--- src/hdl/ffha_pkg.sv ---
// ----------------------------------------------------------------------------
// ffha_pkg
// Shared types and constants of the first-fit heap allocator.
// ----------------------------------------------------------------------------
package ffha_pkg;

  localparam int MaxSegments = 64;
  localparam int ArenaBytes  = 1048576;
  localparam int HeaderBytes = 32;
  localparam int IdxW        = $clog2(MaxSegments);
  localparam int CntW        = $clog2(MaxSegments + 1);
  localparam int LenW        = 21;
  localparam int AddrW       = 20;

  localparam logic [1:0] StatusOk       = 2'd0;
  localparam logic [1:0] StatusNoSpace  = 2'd1;
  localparam logic [1:0] StatusBadFree  = 2'd2;

  localparam logic [LenW-1:0] ArenaBound = LenW'(ArenaBytes);
  localparam logic [LenW-1:0] HeaderLen  = LenW'(HeaderBytes);

  // sequencer states
  typedef enum logic [3:0] {
    ST_IDLE,
    ST_SCAN,
    ST_SCAN_EVAL,
    ST_SHIFT_UP,
    ST_SHIFT_RD,
    ST_NEXT_RD,
    ST_NEXT_EVAL,
    ST_PREV_RD,
    ST_PREV_EVAL,
    ST_SHIFT_DN,
    ST_SHIFT_DN_RD,
    ST_FREE_WR,
    ST_TRIM,
    ST_TRIM_EVAL,
    ST_DONE
  } state_t;

  // table write request
  typedef struct packed {
    logic            en;
    logic [IdxW-1:0] addr;
    logic [LenW-1:0] len;
    logic            is_free;
  } tbl_wr_t;

endpackage

--- src/hdl/ffha_table.sv ---
// ----------------------------------------------------------------------------
// ffha_table
// Segment table: length and free flag per slot, one write and one registered
// read per cycle.
// ----------------------------------------------------------------------------
module ffha_table
  import ffha_pkg::*;
(
  input  logic            clk,
  input  tbl_wr_t         wr,
  input  logic [IdxW-1:0] rd_addr,
  output logic [LenW-1:0] rd_len,
  output logic            rd_free
);

  logic [LenW:0] mem [MaxSegments];

  // write port
  always_ff @(posedge clk) begin
    if (wr.en) begin
      mem[wr.addr] <= {wr.is_free, wr.len};
    end
  end

  // registered read port
  always_ff @(posedge clk) begin
    {rd_free, rd_len} <= mem[rd_addr];
  end

endmodule

--- src/hdl/first_fit_heap_allocator.sv ---
// ----------------------------------------------------------------------------
// first_fit_heap_allocator
// First-fit heap allocator with split, coalescing and break trimming over a
// segment table walked one entry at a time.
// ----------------------------------------------------------------------------
// channel   direction  handshake              payload
// command   in         start && !busy         action, req_size, free_addr
// result    out        done (one cycle)       status, payload_addr, break_offset
// config    in         apb write, pready=1    arena_limit at address 0
//
// An item walks the table entry by entry (n entries walked, at most 64),
// shifts entries on a split or a merge and trims trailing free segments;
// it also passes through accept, end of walk and done, and on a free through
// the neighbor checks and the table update.
// The table's one registered read port sets the pace: read, then evaluate.
// Reset is synchronous; the table needs no clearing, entries past the live
// count are never used. The receiver cannot stall: done pulses one cycle.
module first_fit_heap_allocator
  import ffha_pkg::*;
(
  input  logic             clk,
  input  logic             rst,
  input  logic             psel,
  input  logic             penable,
  input  logic             pwrite,
  input  logic             paddr,
  input  logic [31:0]      pwdata,
  output logic [31:0]      prdata,
  output logic             pready,
  input  logic             start,
  output logic             busy,
  input  logic             action,
  input  logic [AddrW-1:0] req_size,
  input  logic [AddrW-1:0] free_addr,
  output logic             done,
  output logic [1:0]       status,
  output logic [AddrW-1:0] payload_addr,
  output logic [LenW-1:0]  break_offset
);

  state_t state, state_next;

  logic [LenW-1:0] arena_limit;
  logic [CntW-1:0] seg_total;
  logic [LenW-1:0] heap_break;

  // per-item working registers
  logic            op_free;
  logic [LenW:0]   need;
  logic [AddrW-1:0] addr;
  logic [CntW-1:0] idx;
  logic [CntW-1:0] hit;
  logic [CntW-1:0] ptr;
  logic [LenW+1:0] seg_start;
  logic [LenW-1:0] hold_len;
  logic            hold_free;
  logic [LenW-1:0] cur_len;
  logic [LenW-1:0] ins_len;
  logic            prev_phase;

  tbl_wr_t         wr;
  logic [IdxW-1:0] rd_addr;
  logic [LenW-1:0] rd_len;
  logic            rd_free;

  ffha_table u_table (
    .clk     (clk),
    .wr      (wr),
    .rd_addr (rd_addr),
    .rd_len  (rd_len),
    .rd_free (rd_free)
  );

  // configuration port
  assign pready = 1'b1;
  assign prdata = (paddr == 1'b0) ? {11'd0, arena_limit} : 32'd0;

  always_ff @(posedge clk) begin
    if (rst) begin
      arena_limit <= ArenaBound;
    end else if (psel && penable && pwrite && (paddr == 1'b0)) begin
      arena_limit <= pwdata[LenW-1:0];
    end
  end

  // shared compare terms
  logic [LenW-1:0] bound;
  logic            fits;
  logic            addr_ok;
  logic [LenW+1:0] excess;
  logic [LenW+1:0] brk_need;
  logic            append_ok;
  logic [LenW-1:0] trim_break;

  assign bound     = (arena_limit > ArenaBound) ? ArenaBound : arena_limit;
  assign fits      = rd_free && ({1'b0, rd_len} >= need);
  assign addr_ok   = (seg_start + (LenW+2)'(HeaderBytes)) <= (LenW+2)'(20'hFFFFF);
  assign excess    = (LenW+2)'(rd_len) - (LenW+2)'(need);
  assign brk_need  = (LenW+2)'(heap_break) + (LenW+2)'(need);
  assign append_ok = (seg_total < CntW'(MaxSegments)) && (brk_need <= (LenW+2)'(bound))
                     && ((LenW+2)'(heap_break) + (LenW+2)'(HeaderBytes)
                         <= (LenW+2)'(20'hFFFFF));
  assign trim_break = (rd_len > heap_break) ? '0 : heap_break - rd_len;

  // next state
  always_comb begin
    state_next = state;
    unique case (state)
      ST_IDLE:       if (start) state_next = ST_SCAN;
      ST_SCAN:       state_next = (idx >= seg_total) ? ST_DONE : ST_SCAN_EVAL;
      ST_SCAN_EVAL: begin
        state_next = ST_SCAN;
        if (!op_free && fits && addr_ok) begin
          state_next = ((excess > (LenW+2)'(HeaderBytes)) &&
                        (seg_total < CntW'(MaxSegments))) ? ST_SHIFT_UP : ST_DONE;
        end else if (op_free && (seg_start + (LenW+2)'(HeaderBytes)
                                 == (LenW+2)'(addr))) begin
          state_next = rd_free ? ST_DONE : ST_NEXT_RD;
        end
      end
      ST_SHIFT_UP:   state_next = (ptr > hit + 1'b1) ? ST_SHIFT_RD : ST_DONE;
      ST_SHIFT_RD:   state_next = ST_SHIFT_UP;
      ST_NEXT_RD:    state_next = ST_NEXT_EVAL;
      ST_NEXT_EVAL:  state_next = (hit + 1'b1 < seg_total && rd_free) ? ST_SHIFT_DN
                                                                      : ST_PREV_RD;
      ST_PREV_RD:    state_next = (hit == '0) ? ST_FREE_WR : ST_PREV_EVAL;
      ST_PREV_EVAL:  state_next = rd_free ? ST_SHIFT_DN : ST_FREE_WR;
      ST_SHIFT_DN: begin
        if (ptr + 1'b1 < seg_total) begin
          state_next = ST_SHIFT_DN_RD;
        end else begin
          state_next = prev_phase ? ST_FREE_WR : ST_PREV_RD;
        end
      end
      ST_SHIFT_DN_RD: state_next = ST_SHIFT_DN;
      ST_FREE_WR:    state_next = ST_TRIM;
      ST_TRIM:       state_next = (seg_total == '0) ? ST_DONE : ST_TRIM_EVAL;
      ST_TRIM_EVAL:  state_next = rd_free ? ST_TRIM : ST_DONE;
      ST_DONE:       state_next = ST_IDLE;
      default:       state_next = ST_IDLE;
    endcase
  end

  // table address and write
  always_comb begin
    rd_addr = idx[IdxW-1:0];
    wr      = '0;
    unique case (state)
      ST_SHIFT_UP:    rd_addr = IdxW'(ptr - 1'b1);
      ST_NEXT_RD:     rd_addr = IdxW'(hit + 1'b1);
      ST_PREV_RD:     rd_addr = IdxW'(hit - 1'b1);
      ST_SHIFT_DN:    rd_addr = IdxW'(ptr + 1'b1);
      ST_TRIM:        rd_addr = IdxW'(seg_total - 1'b1);
      default:        rd_addr = idx[IdxW-1:0];
    endcase
    unique case (state)
      ST_SHIFT_UP: begin
        // place the split remainder after the granted segment
        if (!(ptr > hit + 1'b1)) begin
          wr = '{en: 1'b1, addr: IdxW'(ptr), len: ins_len, is_free: 1'b1};
        end
      end
      ST_SHIFT_RD: begin
        wr = '{en: 1'b1, addr: IdxW'(ptr), len: rd_len, is_free: rd_free};
      end
      ST_SHIFT_DN_RD: begin
        wr = '{en: 1'b1, addr: IdxW'(ptr), len: rd_len, is_free: rd_free};
      end
      ST_FREE_WR: begin
        wr = '{en: 1'b1, addr: IdxW'(hit), len: cur_len, is_free: hold_free};
      end
      ST_DONE: begin
        wr = '{en: (hit != '1) && !op_free,
               addr: IdxW'(hit), len: cur_len, is_free: 1'b0};
      end
      default: wr = '0;
    endcase
  end

  // datapath and sequencer registers
  always_ff @(posedge clk) begin
    if (rst) begin
      state      <= ST_IDLE;
      seg_total  <= '0;
      heap_break <= '0;
      done       <= 1'b0;
    end else begin
      state <= state_next;
      done  <= 1'b0;
      unique case (state)
        ST_IDLE: if (start) begin
          op_free   <= action;
          need      <= (LenW+1)'(req_size) + (LenW+1)'(HeaderBytes);
          addr      <= free_addr;
          idx       <= (action && free_addr == '0) ? seg_total : '0;
          seg_start <= '0;
          hit       <= '1;
          ins_len   <= '0;
          hold_free <= 1'b0;
          prev_phase <= 1'b0;
          status    <= StatusOk;
          payload_addr <= '0;
        end
        ST_SCAN: begin
          if (idx >= seg_total) begin
            // walk finished without a match
            if (!op_free) begin
              if (append_ok) begin
                payload_addr <= AddrW'(heap_break + HeaderLen);
                heap_break   <= brk_need[LenW-1:0];
                hit          <= seg_total;
                cur_len      <= need[LenW-1:0];
                seg_total    <= seg_total + 1'b1;
              end else begin
                status <= StatusNoSpace;
              end
            end else if (addr != '0) begin
              status <= StatusBadFree;
            end
          end
        end
        ST_SCAN_EVAL: begin
          idx       <= idx + 1'b1;
          seg_start <= seg_start + (LenW+2)'(rd_len);
          if (!op_free && fits && addr_ok) begin
            hit          <= idx;
            ptr          <= seg_total;
            payload_addr <= AddrW'(seg_start + (LenW+2)'(HeaderBytes));
            cur_len      <= rd_len;
            if ((excess > (LenW+2)'(HeaderBytes)) && (seg_total < CntW'(MaxSegments))) begin
              cur_len   <= need[LenW-1:0];
              ins_len   <= excess[LenW-1:0];
              seg_total <= seg_total + 1'b1;
            end
          end else if (op_free && (seg_start + (LenW+2)'(HeaderBytes)
                                   == (LenW+2)'(addr))) begin
            if (rd_free) begin
              status <= StatusBadFree;
              hit    <= '1;
            end else begin
              hit       <= idx;
              cur_len   <= rd_len;
              hold_free <= 1'b1;
            end
          end
        end
        ST_SHIFT_RD: ptr <= ptr - 1'b1;
        ST_NEXT_EVAL: begin
          if (hit + 1'b1 < seg_total && rd_free) begin
            cur_len <= cur_len + rd_len;
            ptr     <= hit + 1'b1;
          end
        end
        ST_PREV_RD: prev_phase <= 1'b1;
        ST_PREV_EVAL: begin
          if (rd_free) begin
            cur_len <= rd_len + cur_len;
            ptr     <= hit;
            hit     <= hit - 1'b1;
          end
        end
        ST_SHIFT_DN: begin
          if (!(ptr + 1'b1 < seg_total)) begin
            seg_total <= seg_total - 1'b1;
          end
        end
        ST_SHIFT_DN_RD: ptr <= ptr + 1'b1;
        ST_TRIM_EVAL: begin
          if (rd_free) begin
            heap_break <= trim_break;
            seg_total  <= seg_total - 1'b1;
          end
        end
        ST_DONE: done <= 1'b1;
        default: ;
      endcase
    end
  end

  assign busy         = (state != ST_IDLE);
  assign break_offset = heap_break;

endmodule

--- config.mk ---
export PLATFORM = sky130hd
export DESIGN_NAME = first_fit_heap_allocator
export DESIGN_NICKNAME = d
export VERILOG_FILES = /design/src/hdl/ffha_pkg.sv /design/src/hdl/ffha_table.sv /design/src/hdl/first_fit_heap_allocator.sv
export SDC_FILE = /design/constraint.sdc
export NUM_CORES = 2
export LEC_CHECK = 0
export BUFFER_PORTS_ARGS = -buffer_cell sky130_fd_sc_hd__buf_2
export CAP_MARGIN = 15
export CELL_PAD_IN_SITES_DETAIL_PLACEMENT = 0
export CELL_PAD_IN_SITES_GLOBAL_PLACEMENT = 2
export CORE_MARGIN = 2
export CORE_UTILIZATION = 45
export CTS_BUF_LIST = sky130_fd_sc_hd__clkbuf_2 sky130_fd_sc_hd__clkbuf_4 sky130_fd_sc_hd__clkbuf_8
export CTS_CLUSTER_SIZE = 28
export DETAILED_ROUTE_END_ITERATION = 10
export PLACE_DENSITY = 0.81
export RECOVER_POWER = 25
export SYNTH_ARGS = -nofsm -noshare
export SYNTH_HDL_FRONTEND = slang
export SYNTH_SLANG_ARGS = --single-unit
--- constraint.sdc ---
create_clock -name clk -period 7 [get_ports clk]
set_clock_uncertainty 0.2 [all_clocks]
set_input_delay 1.05 -clock clk [delete_from_list [all_inputs] [get_ports clk]]
set_output_delay 1.05 -clock clk [all_outputs]
set_load 0.005 [all_outputs]
==> flow_results.org <==
** Critical path
- Crit Reg-Reg Startpoint :: need[0]$_DFFE_PP_
- The cell that appears most often on the critical path is sky130_fd_sc_hd__a21oi_1.
- Reg-to-reg critical path endpoint :: seg_total[3]$_SDFFE_PP0P_
- Arrival time of data at the critical path endpoint :: 6930 ps
- The slowest stage of the critical path belongs to the cell sky130_fd_sc_hd__o41ai_1.
- The worst setup path is launched from a flop.
- Critical Path End Type :: flop
- Count of buffering cells on the critical path with inverters included :: 1
- Register-to-Register Setup Slack :: 760 ps
- Ordered cell list for the critical path :: ha_1 > inv_1 > fa_1 > nor2b_1 > o31a_1 > o211ai_1 > a21oi_1 > o41ai_1 > o21ai_0 > xnor2_1 > ha_1 > a21oi_1 > nor2b_1 > o21ai_0 > nand2_1 > o41ai_1 > a31oi_1 > a21oi_1 > nand2_1 > or4_1 > a21oi_1
- Critical path fanouts, max :: 12
- Measured in cells, the most critical reg-to-reg path has a length of 21.
- The kind of cell with the highest combined delay along the critical path is compound AO/OA/AOI/OAI gates.
- Crit path largest cell delay :: 680 ps
- The critical path is of the reg2reg type.
- Critical path data required time :: 7690 ps

** Power
- Across the VDD grid, the largest voltage drop is 0.227 mV.
- Total power divided by cell area :: 412 mW/mm2
- The internal power of the cells totals 20.8 mW.
- Leakage power of the design :: 30.1 nW
- Of the total power, the share spent switching nets is 0.400.
- Combinational share of power :: 0.393
- Summed over all nets, the switching power comes to 13.8 mW.
- After layout, the design draws a total of 34.6 mW.
- Power share of the sequential group :: 0.353
- The share of total power dissipated in the clock network is 0.253.

** Logic synthesis
- Summing every instance area after synthesis gives 0.0745 mm2.
- Top cells by area, synth :: sky130_fd_sc_hd__edfxtp_1 63%, sky130_fd_sc_hd__nand2_1 7.5%, sky130_fd_sc_hd__a311oi_1 2.9%
- Synth Flop Type :: sky130_fd_sc_hd__edfxtp_1
- Yosys top cell by area :: sky130_fd_sc_hd__edfxtp_1
- Top cell type's share of synthesized area :: 0.629
- Register bit count reported by yosys :: 1,636
- Counting every instance in the synthesized netlist gives 6,337.
- The share of the Yosys chip area taken by registers is 0.649.
- The Yosys step of the flow raised 0 warnings.
- Post-synth EDFFs :: 1,560
- Unique masters post-synth :: 84
- Synthesized area per cell :: 11.8 um2
- Of all flip-flops after synthesis, the portion carrying an async set or reset was 0.

** Place
- In this run the cell area measured after placement is 0.0786 mm2.
- Hpwl dp :: 143,000 um
- At the end of routability-driven placement, the weighted congestion stood at 0.907.
- Count of buffers from port buffering :: 134

** Route
- Summing over every cut layer, the via total after detailed routing is 53,100.
- Drt first-iter violations :: 5,580
- TritonRoute pass-1 iters :: 6
- Drt total wl :: 234,000 um
- Once detail routing completed, the nets flagged for antenna violations numbered 0.
- Dividing the detail-routed via count by the number of cells gives 5.92.
- Wire length per cell :: 26.1 um
- For this run, design rule violations remaining after detail routing come to 0.

** Finish
- Area growth, synth to finish :: 12.9%
- In the final layout, the share of cells above drive strength 1 is 0.123.
- Summing all non-filler instances in the final layout gives an area of 0.0841 mm2.
- Once layout is complete, the utilization of the core stands at 0.511.
- Leaving out fill and tap cells, the most frequent cell in the layout is sky130_fd_sc_hd__edfxtp_1.
- For this run, the post-layout net count is 6,824.
- Commonest non-fill, non-tap cells in the layout :: 1,560 x sky130_fd_sc_hd__edfxtp_1, 1,486 x sky130_fd_sc_hd__nand2_1, 313 x sky130_fd_sc_hd__clkbuf_8, 300 x sky130_fd_sc_hd__nand3_1, 250 x sky130_fd_sc_hd__a311oi_1

** Status
- Failing checks :: max-capacitance violations, max-slew violations
- The run finished, with violations left.

** Global routing
- The total overflow left after global routing is 0.
- Largest net degree at the start of global routing :: 120
- Initial antenna violation count :: 10
- GRT Total Usage :: 0.272
- The via count of the first global-routing pass came to 50,300.
- Global-route wire length before repair :: 339,000 um

** Clocking
- Maximum count of clock buffers along a single path :: 4
- Clock transition at the registers of the reported paths :: 60 ps
- Clock tree synthesis found a total of 1,636 sinks.
- H-tree depth reported by CTS :: 5
- Worst skew pair latency :: 1000 ps
- TritonCTS built the clock tree.
- The tree is rooted in a sky130_fd_sc_hd__clkbuf_8.
- The number of clock buffers added by TritonCTS is 299.

** Floorplanning
- Effective utilization at floorplan :: 0.453
- Total Die Area :: 0.169 mm2
- Overall die width :: 411 um
- Die Span Y :: 411 um
- I/O pin count :: 158
- Area of the core :: 0.165 mm2
- Num rows :: 149

** STA
- Final setup violating endpoints :: 0
- Minimum clock period :: 6240 ps
- For the pin with the worst max-slew slack, the measured transition is 2570 ps.
- Final hold violations :: 0
- Hold Slack :: 113 ps
- Final clock period utilization by the worst path :: 0.891
- Total negative setup slack :: 0 ps
- Relative slew margins :: -0.715
- Unrepaired setup endpoints after global routing :: false
- The number of max-slew violations in the final report is 656.
- For this run, the top clock speed supported by timing is 160 MHz.

** Hold path
- In this run the worst hold path is classified as in2reg.
- The worst hold path terminates at addr[18]$_DFFE_PP_.
- The worst hold path begins at free_addr[18].
- Count of cells along the worst hold path :: 1

** Run
- Across the run, the number of max-cap violations was 13.
[sequential cells by signal, summed over array words and instances, names as in the netlist]
register	count
status	2
payload_addr	20
hold_free	1
idx	7
u_table.rd_free	1
break_offset	21
ptr	7
op_free	1
done	1
cur_len	21
need	21
prev_phase	1
seg_total	7
state	4
arena_limit	21
seg_start	23
ins_len	21
u_table.rd_len	21
addr	20
u_table.mem	1408
hit	7
[timing repair]
item                                   4_1_cts  5_1_grt
buffers inserted                             0        0
endpoints found under the hold margin        2        0
resized for setup                            0        0
hold buffers                                 2        0
[final cells by class]
| cell class | count | area (um2) |
|---|---|---|
| inverters | 131 | 492 |
| multi-input cells | 4171 | 24400 |
| clock buffers | 425 | 5150 |
| diodes | 4 | 10.0 |
| flip-flops and latches | 1636 | 48400 |
| clock inverters | 80 | 489 |
| fillers | 14400 | 80500 |
| well taps | 2189 | 2740 |
| repair buffers | 336 | 2470 |
[per-layer routing]
metal,up-vias,GRT usage,wire length [um]
li1,24200,-,-
met1,26300,0.374,100000
met2,2106,0.423,107000
met3,476,0.0479,16900
met4,6,0.121,10200
met5,-,0,32
[cells in the mapped netlist, types with 76 or more instances]
library cell,n
sky130_fd_sc_hd__a31oi_1,133
sky130_fd_sc_hd__edfxtp_1,1560
sky130_fd_sc_hd__ha_1,164
sky130_fd_sc_hd__a311oi_1,250
sky130_fd_sc_hd__and2_1,101
sky130_fd_sc_hd__a211oi_1,169
sky130_fd_sc_hd__xnor2_1,97
sky130_fd_sc_hd__o21ai_0,114
sky130_fd_sc_hd__dfxtp_1,76
sky130_fd_sc_hd__nand3_1,300
sky130_fd_sc_hd__a21oi_1,181
sky130_fd_sc_hd__nand2_1,1486
sky130_fd_sc_hd__nor2_1,277
sky130_fd_sc_hd__and3_1,178
sky130_fd_sc_hd__inv_1,130
sky130_fd_sc_hd__clkbuf_1,329
[power groups by stage]
stage | Combinational, mW | Sequential [mW] | Clock (mW)
final | 13.6 | 12.2 | 8.78
after floorplan | 8.55 | 12.0 | 0
after global routing | 14.7 | 12.3 | 9.34
after detailed placement | 13.5 | 12.4 | 0
after CTS | 13.5 | 12.2 | 8.95
after global placement | 13.4 | 12.4 | 0
[stage by stage]
step / cells / setup slack, ps
final: 8972 / 761
after global routing: 8969 / 209
after CTS: 8967 / 739
after detailed placement: 8460 / 771
after global placement: 8460 / 702
after floorplan: 6347 / 1090
[logic make-up after synthesis]
family | after synthesis | share of synthesized area
mux | 9 | 0.00124
xor+xnor | 161 | 0.0189
compound gates | 1212 | 0.118
flops | 1636 | 0.649
fa+ha+maj | 169 | 0.0289
buf+inv | 540 | 0.0284
simple gates | 2608 | 0.155
other cells | 2 | 0.000101
[how the worst max path moves through the flow]
stage	to	startpoint	depth (start not counted)
floorplan	u_table.mem[61][0]$_DFFE_PP_	hit[0]$_DFFE_PP_	15
global placement	seg_total[4]$_SDFFE_PP0P_	need[0]$_DFFE_PP_	21
detailed placement	seg_total[3]$_SDFFE_PP0P_	need[0]$_DFFE_PP_	21
CTS	seg_total[4]$_SDFFE_PP0P_	need[0]$_DFFE_PP_	21
global route	seg_total[4]$_SDFFE_PP0P_	need[1]$_DFFE_PP_	19
finish	seg_total[3]$_SDFFE_PP0P_	need[0]$_DFFE_PP_	21
Note: power is estimated with default switching activity, not from simulation.
